<file path="src/design/clbc_pkg.sv">
`timescale 1ns / 1ps
// ----------------------------------------------------------------------------
// clbc_pkg: shared types and constants
// Payload structs, code values, register map and the init command table
// for the character LCD bus controller.
// ----------------------------------------------------------------------------
package clbc_pkg;

    // Position of the busy flag in a returned status byte
    localparam int BUSY_BIT_POS = 7;

    // Input command codes
    localparam logic [1:0] CMD_TICK   = 2'd0;
    localparam logic [1:0] CMD_REQ    = 2'd1;
    localparam logic [1:0] CMD_STATUS = 2'd2;

    // Bus actions
    localparam logic [1:0] OP_NONE  = 2'd0;
    localparam logic [1:0] OP_READ  = 2'd1;
    localparam logic [1:0] OP_WRITE = 2'd2;

    // Outcome codes
    localparam logic [1:0] OUT_NOTHING  = 2'd0;
    localparam logic [1:0] OUT_DONE     = 2'd1;
    localparam logic [1:0] OUT_TIMEOUT  = 2'd2;
    localparam logic [1:0] OUT_REJECTED = 2'd3;

    // Register indexes (byte address / 4)
    localparam logic [2:0] REG_BUSY_TIMEOUT = 3'd0;
    localparam logic [2:0] REG_POWER_WAIT   = 3'd1;
    localparam logic [2:0] REG_SECOND_WAIT  = 3'd2;
    localparam logic [2:0] REG_THIRD_WAIT   = 3'd3;
    localparam logic [2:0] REG_CLEAR_READS  = 3'd4;

    localparam int ADDR_W = 5;

    // Register reset values
    localparam logic [15:0] RST_BUSY_TIMEOUT = 16'd1001;
    localparam logic [15:0] RST_POWER_WAIT   = 16'd1501;
    localparam logic [15:0] RST_SECOND_WAIT  = 16'd411;
    localparam logic [15:0] RST_THIRD_WAIT   = 16'd11;
    localparam logic [1:0]  RST_CLEAR_READS  = 2'd2;

    localparam logic [7:0]  FUNC_SET_BYTE = 8'h3A;
    localparam logic [2:0]  INIT_STEPS    = 3'd6;
    localparam logic [15:0] TICK_MAX      = 16'hFFFF;

    typedef enum logic [2:0] {
        PH_WAIT1,
        PH_WAIT2,
        PH_WAIT3,
        PH_INIT_POLL,
        PH_IDLE,
        PH_HOST_POLL
    } phase_t;

    typedef struct packed {
        logic [1:0] cmd;
        logic       req_is_data;
        logic [7:0] req_byte;
        logic [7:0] status_byte;
    } in_item_t;

    typedef struct packed {
        logic [1:0] bus_op;
        logic       bus_rs;
        logic [7:0] bus_byte;
        logic [1:0] outcome;
        logic       idle;
        logic       error_seen;
    } out_item_t;

    typedef struct packed {
        logic [15:0] busy_timeout_ticks;
        logic [15:0] power_on_wait_ticks;
        logic [15:0] second_wait_ticks;
        logic [15:0] third_wait_ticks;
        logic [1:0]  clear_reads_needed;
    } cfg_t;

    // Init command sequence sent after the three raw function-set writes
    function automatic logic [7:0] init_cmd(input logic [2:0] step);
        logic [7:0] b;
        case (step)
            3'd0:    b = 8'h3A;
            3'd1:    b = 8'h08;
            3'd2:    b = 8'h01;
            3'd3:    b = 8'h02;
            3'd4:    b = 8'h06;
            3'd5:    b = 8'h0E;
            default: b = 8'h3A;
        endcase
        return b;
    endfunction

endpackage

</file>
<file path="src/design/clbc_regs.sv">
`timescale 1ns / 1ps
// ----------------------------------------------------------------------------
// clbc_regs: configuration register file
// APB-style slave holding the timing and polling settings. Zero wait
// states; writes land on the access phase.
// ----------------------------------------------------------------------------
module clbc_regs (
    input  logic                      clk,
    input  logic                      rst_n,
    input  logic                      psel,
    input  logic                      penable,
    input  logic                      pwrite,
    input  logic [clbc_pkg::ADDR_W-1:0] paddr,
    input  logic [31:0]               pwdata,
    output logic [31:0]               prdata,
    output logic                      pready,
    output clbc_pkg::cfg_t            cfg
);
    import clbc_pkg::*;

    cfg_t       cfg_reg;
    logic       wr_en;
    logic [2:0] reg_idx;

    assign pready  = 1'b1;
    assign wr_en   = psel & penable & pwrite;
    assign reg_idx = paddr[ADDR_W-1:2];
    assign cfg     = cfg_reg;

    // Register writes
    always_ff @(posedge clk or negedge rst_n)
    begin
        if (!rst_n)
        begin
            cfg_reg.busy_timeout_ticks  <= RST_BUSY_TIMEOUT;
            cfg_reg.power_on_wait_ticks <= RST_POWER_WAIT;
            cfg_reg.second_wait_ticks   <= RST_SECOND_WAIT;
            cfg_reg.third_wait_ticks    <= RST_THIRD_WAIT;
            cfg_reg.clear_reads_needed  <= RST_CLEAR_READS;
        end
        else if (wr_en)
        begin
            case (reg_idx)
                REG_BUSY_TIMEOUT: cfg_reg.busy_timeout_ticks  <= pwdata[15:0];
                REG_POWER_WAIT:   cfg_reg.power_on_wait_ticks <= pwdata[15:0];
                REG_SECOND_WAIT:  cfg_reg.second_wait_ticks   <= pwdata[15:0];
                REG_THIRD_WAIT:   cfg_reg.third_wait_ticks    <= pwdata[15:0];
                REG_CLEAR_READS:  cfg_reg.clear_reads_needed  <= pwdata[1:0];
                default:          ;
            endcase
        end
    end

    // Read mux
    always_comb
    begin
        case (reg_idx)
            REG_BUSY_TIMEOUT: prdata = {16'd0, cfg_reg.busy_timeout_ticks};
            REG_POWER_WAIT:   prdata = {16'd0, cfg_reg.power_on_wait_ticks};
            REG_SECOND_WAIT:  prdata = {16'd0, cfg_reg.second_wait_ticks};
            REG_THIRD_WAIT:   prdata = {16'd0, cfg_reg.third_wait_ticks};
            REG_CLEAR_READS:  prdata = {30'd0, cfg_reg.clear_reads_needed};
            default:          prdata = 32'd0;
        endcase
    end

endmodule

</file>
<file path="src/design/char_lcd_bus_controller.sv">
`timescale 1ns / 1ps
// ----------------------------------------------------------------------------
// char_lcd_bus_controller: 8-bit character LCD bus controller
// Power-on sequence, busy polling and host byte writes for an
// HD44780-style display.
// ----------------------------------------------------------------------------
// Each input request (a 10 us tick, a host write request or a returned
// status byte) produces exactly one result in the cycle after it is accepted,
// and a new request can be taken every cycle: the state machine updates in
// a single pass from the accepted request into the result register. The
// only back-pressure is a result still waiting in that register while the
// downstream side holds ready low. After reset the block runs the power-on
// waits, three raw 0x3A writes and six init commands, all driven by the
// ticks and status bytes it is fed; idle in the result goes high once
// that has finished. Change settings through the APB port only while idle;
// the block itself does not enforce this.
module char_lcd_bus_controller (
    input  logic                        clk,
    input  logic                        rst_n,
    input  logic                        in_valid,
    output logic                        in_ready,
    input  clbc_pkg::in_item_t          in_data,
    output logic                        out_valid,
    input  logic                        out_ready,
    output clbc_pkg::out_item_t         out_data,
    input  logic                        psel,
    input  logic                        penable,
    input  logic                        pwrite,
    input  logic [clbc_pkg::ADDR_W-1:0] paddr,
    input  logic [31:0]                 pwdata,
    output logic [31:0]                 prdata,
    output logic                        pready
);
    import clbc_pkg::*;

    cfg_t cfg;

    clbc_regs u_regs (
        .clk     (clk),
        .rst_n   (rst_n),
        .psel    (psel),
        .penable (penable),
        .pwrite  (pwrite),
        .paddr   (paddr),
        .pwdata  (pwdata),
        .prdata  (prdata),
        .pready  (pready),
        .cfg     (cfg)
    );

    // State
    phase_t      phase_reg, phase_next;
    logic [15:0] tick_reg, tick_next;
    logic [1:0]  crc_reg, crc_next;
    logic        pend_rs_reg, pend_rs_next;
    logic [7:0]  pend_byte_reg, pend_byte_next;
    logic [2:0]  step_reg, step_next;
    logic        err_reg, err_next;
    logic        out_valid_reg;
    out_item_t   out_data_reg;
    out_item_t   res;

    logic        accept;
    logic [15:0] tick_inc;
    logic [15:0] wait_lim;
    logic [1:0]  crc_upd;
    logic [1:0]  need;
    logic        polling;

    assign in_ready  = !out_valid_reg || out_ready;
    assign accept    = in_valid && in_ready;
    assign out_valid = out_valid_reg;
    assign out_data  = out_data_reg;

    assign tick_inc = (tick_reg == TICK_MAX) ? TICK_MAX : tick_reg + 16'd1;
    assign polling  = (phase_reg == PH_INIT_POLL) || (phase_reg == PH_HOST_POLL);
    assign need     = (cfg.clear_reads_needed == 2'd0) ? 2'd1 : cfg.clear_reads_needed;

    // Clear-read count after this status byte: busy restarts, else saturating
    always_comb
    begin
        if (in_data.status_byte[BUSY_BIT_POS])
            crc_upd = 2'd0;
        else if (crc_reg == 2'd3)
            crc_upd = 2'd3;
        else
            crc_upd = crc_reg + 2'd1;
    end

    // Wait limit for the current power-on phase
    always_comb
    begin
        case (phase_reg)
            PH_WAIT1: wait_lim = cfg.power_on_wait_ticks;
            PH_WAIT2: wait_lim = cfg.second_wait_ticks;
            default:  wait_lim = cfg.third_wait_ticks;
        endcase
    end

    // Next state and result
    always_comb
    begin
        phase_next     = phase_reg;
        tick_next      = tick_reg;
        crc_next       = crc_reg;
        pend_rs_next   = pend_rs_reg;
        pend_byte_next = pend_byte_reg;
        step_next      = step_reg;
        err_next       = err_reg;
        res            = '0;

        if (accept)
        begin
            case (in_data.cmd)
                CMD_TICK:
                begin
                    if (phase_reg == PH_WAIT1 || phase_reg == PH_WAIT2 ||
                        phase_reg == PH_WAIT3)
                    begin
                        tick_next = tick_inc;
                        if (tick_inc >= wait_lim)
                        begin
                            res.bus_op   = OP_WRITE;
                            res.bus_byte = FUNC_SET_BYTE;
                            tick_next    = 16'd0;
                            case (phase_reg)
                                PH_WAIT1: phase_next = PH_WAIT2;
                                PH_WAIT2: phase_next = PH_WAIT3;
                                default:
                                begin
                                    step_next  = 3'd0;
                                    crc_next   = 2'd0;
                                    phase_next = PH_INIT_POLL;
                                end
                            endcase
                        end
                    end
                    else if (polling)
                    begin
                        tick_next = tick_inc;
                        if (tick_inc >= cfg.busy_timeout_ticks)
                        begin
                            err_next    = 1'b1;
                            res.outcome = OUT_TIMEOUT;
                            phase_next  = PH_IDLE;
                            tick_next   = 16'd0;
                            crc_next    = 2'd0;
                        end
                        else
                            res.bus_op = OP_READ;
                    end
                end
                CMD_REQ:
                begin
                    if (phase_reg == PH_IDLE)
                    begin
                        pend_rs_next   = in_data.req_is_data;
                        pend_byte_next = in_data.req_byte;
                        phase_next     = PH_HOST_POLL;
                        tick_next      = 16'd0;
                        crc_next       = 2'd0;
                        res.bus_op     = OP_READ;
                    end
                    else
                        res.outcome = OUT_REJECTED;
                end
                CMD_STATUS:
                begin
                    if (polling)
                    begin
                        crc_next = crc_upd;
                        if (crc_upd >= need)
                        begin
                            res.bus_op = OP_WRITE;
                            tick_next  = 16'd0;
                            crc_next   = 2'd0;
                            if (phase_reg == PH_HOST_POLL)
                            begin
                                res.bus_rs   = pend_rs_reg;
                                res.bus_byte = pend_byte_reg;
                                res.outcome  = OUT_DONE;
                                phase_next   = PH_IDLE;
                            end
                            else
                            begin
                                res.bus_byte = init_cmd(step_reg);
                                if (step_reg + 3'd1 >= INIT_STEPS)
                                begin
                                    step_next  = 3'd0;
                                    phase_next = PH_IDLE;
                                end
                                else
                                    step_next = step_reg + 3'd1;
                            end
                        end
                        else
                            res.bus_op = OP_READ;
                    end
                end
                default: ;
            endcase
        end

        res.idle       = (phase_next == PH_IDLE);
        res.error_seen = err_next;
    end

    // Control state
    always_ff @(posedge clk or negedge rst_n)
    begin
        if (!rst_n)
        begin
            phase_reg     <= PH_WAIT1;
            tick_reg      <= 16'd0;
            crc_reg       <= 2'd0;
            pend_rs_reg   <= 1'b0;
            pend_byte_reg <= 8'd0;
            step_reg      <= 3'd0;
            err_reg       <= 1'b0;
            out_valid_reg <= 1'b0;
        end
        else
        begin
            phase_reg     <= phase_next;
            tick_reg      <= tick_next;
            crc_reg       <= crc_next;
            pend_rs_reg   <= pend_rs_next;
            pend_byte_reg <= pend_byte_next;
            step_reg      <= step_next;
            err_reg       <= err_next;
            if (accept)
                out_valid_reg <= 1'b1;
            else if (out_ready)
                out_valid_reg <= 1'b0;
        end
    end

    // Result register
    always_ff @(posedge clk)
    begin
        if (accept)
            out_data_reg <= res;
    end

endmodule

</file>
<file path="config.mk">
export PLATFORM = sky130hd
export DESIGN_NAME = char_lcd_bus_controller
export DESIGN_NICKNAME = d
export VERILOG_FILES = /design/src/design/clbc_pkg.sv /design/src/design/clbc_regs.sv /design/src/design/char_lcd_bus_controller.sv
export SDC_FILE = /design/constraint.sdc
export NUM_CORES = 1
export LEC_CHECK = 0
export BUFFER_PORTS_ARGS = -buffer_cell sky130_fd_sc_hd__buf_2
export CAP_MARGIN = 5
export CORE_MARGIN = 2
export CORE_UTILIZATION = 45
export DETAILED_ROUTE_END_ITERATION = 7
export PLACE_DENSITY_LB_ADDON = 0.12
export RECOVER_POWER = 100
export SLEW_MARGIN = 20
export SYNTH_ARGS = -nofsm -noshare
export SYNTH_HDL_FRONTEND = slang
export SYNTH_SLANG_ARGS = --single-unit
</file>
<file path="constraint.sdc">
create_clock -name clk -period 8.47 [get_ports clk]
set_input_delay 0.847 -clock clk [delete_from_list [all_inputs] [get_ports clk]]
set_output_delay 0.847 -clock clk [all_outputs]
set_load 0.02 [all_outputs]
</file>
==> impl_results.md <==
* Status: finished with violations
* Violated checks: capacitance limit, slew limit
* Vias per cell at 5.70
* Worst Hold Class: reg2reg
* Row cnt at 45
* Die area at 16600 um2
* GPL Wtd Cong at 0.829
* Hold_buf cts at 0
* Antenna diodes at 0
* Root buffer cell: clkbuf_16
* DRT iter0 DRCs at 368
* Largest net degree at the start of global routing at 52
* First drt pass iteration count at 5
* Area Overhead vs Synth at 13.8%
* Post-DP HPWL at 11.3 mm
* Slew headroom at -86.4%
* Clock buffer count from CTS at 17
* Max_cap viols at 4
* CP peak stage delay at 1.47 ns
* Largest register FFs at 66
* Crit-path max FO at 16
* Antenna Nets Post-Route at 0
* CP max-delay cell: nor3_1
* Die W at 129 um
* Synthesized flop and latch total at 116
* Drc violations at 0
* Final setup skew at 0.00920 ns
* Vias in the first global route at 5182
* Syn Inst Count at 636
* Max Fclk at 190 MHz
* GRT overflow at 0
* Buf/Inv on CP at 0
* Crit end category: flop
* Ys async rst share at 87.1%
* Post-synth cell types at 66
* Crit path launch type: flop
* Total GRT Usage at 20.9%
* Worst Tran Pin Value at 2.80 ns
* Min cycle time layout at 5.26 ns
* Fill cells at 1363
* Unrepaired setup endpoints after global routing: no
* Post-cts resize count at 0
* Leak at 3.67 nW
* Synthesis Warnings at 0
* Post-synthesis sequential area ratio at 42.9%
* TritonCTS clock tree: yes
* Via count at 5142
* Synth Area per Inst at 11.0 um2
* Commonest non-fill, non-tap cells in the layout: mux2_2, dfrtp_1, nand2_1, ha_1, clkbuf_1
* Initial Utilization at 46.2%
* Setup_tns at 0 ns
* Cell Chain, Critical Path: ha_1 > nand3_1 > nor2_1 > nand4_1 > nand2_1 > ha_1 > a21oi_1 > o21ai_0 > a221oi_1 > nand4_1 > o21a_1 > nor3_1 > a22o_1
* Top Ports at 113
* Routed WL per cell at 18.0 um
* Postcts setup bufs at 0
* H-Tree Depth at 4
* Data required, critical path at 8.81 ns
* Core area at 15200 um2
* Die height at 129 um
* EDFF count, synth at 15
* Final hold viol count at 0
* Synth Cell Area at 7020 um2
* Slew Viols, Final at 145
* Worst Setup Path Type: reg2reg
* Clock transition at path regs at 0.05 ns
* Antenna violations before repair at 0
* Layout cell share with drive strength beyond 1 at 27.6%
* Design Power at 2.01 mW
* Pwr/cell area at 252 nW/um2
* Layout Nets at 808
* Worst path top cell family by delay: simple AND/OR/NAND/NOR gates
* First-pass GRT wire length at 26.5 mm
* Worst-Skew Late Latency at 0.42 ns
* Clk buf depth at 2
* Routed WL at 16.3 mm
* Crit share post-route at 62.1%
* Port Buffers at 70
* Max VDD drop at 0.000183 V
* Most used DFF post-synth: dfrtp_1
* Final setup fails at 0
* Clk sinks at 116
* Critical Path AT at 5.60 ns
* Commonest non-fill, non-tap cell in the layout: mux2_2
-- kinds of logic (layout without fill, tap and decap cells) --
logic type | Yosys count | after routing | share of synthesized area (%)
simple gates | 164 | 164 | 12.4
other cells | 2 | 17 | 0.107
buf+inv | 75 | 138 | 5.12
fa+ha+maj | 43 | 43 | 7.66
xor+xnor | 10 | 10 | 1.25
mux | 114 | 114 | 20.2
compound gates | 112 | 112 | 10.4
flops | 116 | 116 | 42.9
-- worst reg2reg max path, cell delays in order, from the launching register on --
cell	delay, ns
dfrtp_1	0.43
ha_1	0.24
nand3_1	0.13
nor2_1	0.29
nand4_1	0.52
nand2_1	0.33
ha_1	0.30
a21oi_1	0.18
o21ai_0	0.12
a221oi_1	0.55
nand4_1	0.20
o21a_1	0.15
nor3_1	1.47
a22o_1	0.30
-- metal layers --
layer	track usage [%]	share of wire, %	vias up
li1	-	-	2429
met1	27.9	48	2546
met2	33.3	47	146
met3	5.20	4.2	21
met4	7.74	1.5	0
met5	0	0	-
-- synthesized netlist by cell type, types with 2 or more instances --
master,n,area share (%)
dfstp_2,25,9.4
inv_1,31,1.7
clkbuf_1,15,0.80
conb_1,2,0.11
and2_1,6,0.53
mux4_2,14,4.5
mux2_2,81,13
o22ai_1,2,0.18
dfrtp_1,76,27
buf_4,19,2.0
mux2i_1,18,2.6
edfxtp_1,15,6.4
nor2_2,2,0.18
o21ai_0,30,2.1
ha_1,43,7.7
a22oi_1,5,0.53
a21o_1,5,0.53
a21oi_1,29,2.1
nor4_2,2,0.36
and3_1,7,0.62
nand2b_1,7,0.62
xor2_1,5,0.62
nor2_1,21,1.1
buf_1,4,0.21
a31oi_1,2,0.18
a22o_1,16,2.0
nor3_1,6,0.43
buf_2,5,0.36
nand4_1,14,1.2
nor2b_1,20,1.8
nand2_1,54,2.9
o211ai_1,4,0.43
o21ai_1,2,0.14
xnor2_1,5,0.62
or3_1,2,0.18
nand3_1,12,0.86
-- where the power goes --
| group | internal, mW | total (mW) | switching (mW) |
|---|---|---|---|
| logic | 0.237 | 0.543 | 0.306 |
| registers | 0.663 | 0.725 | 0.0623 |
| clock network | 0.478 | 0.742 | 0.264 |
| total | 1.38 | 2.01 | 0.632 |
-- per-stage QoR --
step	cell area (um2)	hold WS, ns	util, %	worst slack (ns)	instances
3_5_place_dp	7470	0.457	49.1	4.23	871
2_1_floorplan	7080	0.429	-	5.07	651
6_report	7990	0.477	52.6	3.21	902
5_1_grt	7990	0.507	52.6	2.42	902
3_3_place_gp	7470	0.458	49.1	4.25	871
4_1_cts	8080	0.478	53.1	4.20	902
-- final timing paths --
path / start / to / slack (ns) / cells after the start
min in group asynchronous: rst_n / u_regs.cfg[48]$_DFFE_PN0P_ / 1.29 / 1
min: err_reg$_DFF_PN0_ / err_reg$_DFF_PN0_ / 0.48 / 1
max reg2reg: tick_reg[0]$_DFFE_PN0P_ / tick_reg[12]$_DFFE_PN0P_ / 3.21 / 13
max in group asynchronous: rst_n / pend_byte_reg[6]$_DFFE_PN0P_ / 3.52 / 2
max: tick_reg[0]$_DFFE_PN0P_ / tick_reg[12]$_DFFE_PN0P_ / 3.21 / 13
min reg2reg: err_reg$_DFF_PN0_ / err_reg$_DFF_PN0_ / 0.48 / 1
-- final cells by class --
type,instances,area [um2],share of cell area (%)
clock inverter,12,153,1.91
timing repair buffer,75,332,4.15
multi-input combinational,460,3690,46.1
clock buffer,19,454,5.69
tap,188,235,2.94
inverter,32,120,1.50
sequential,116,3010,37.7
Note: power is estimated with default switching activity, not from simulation.
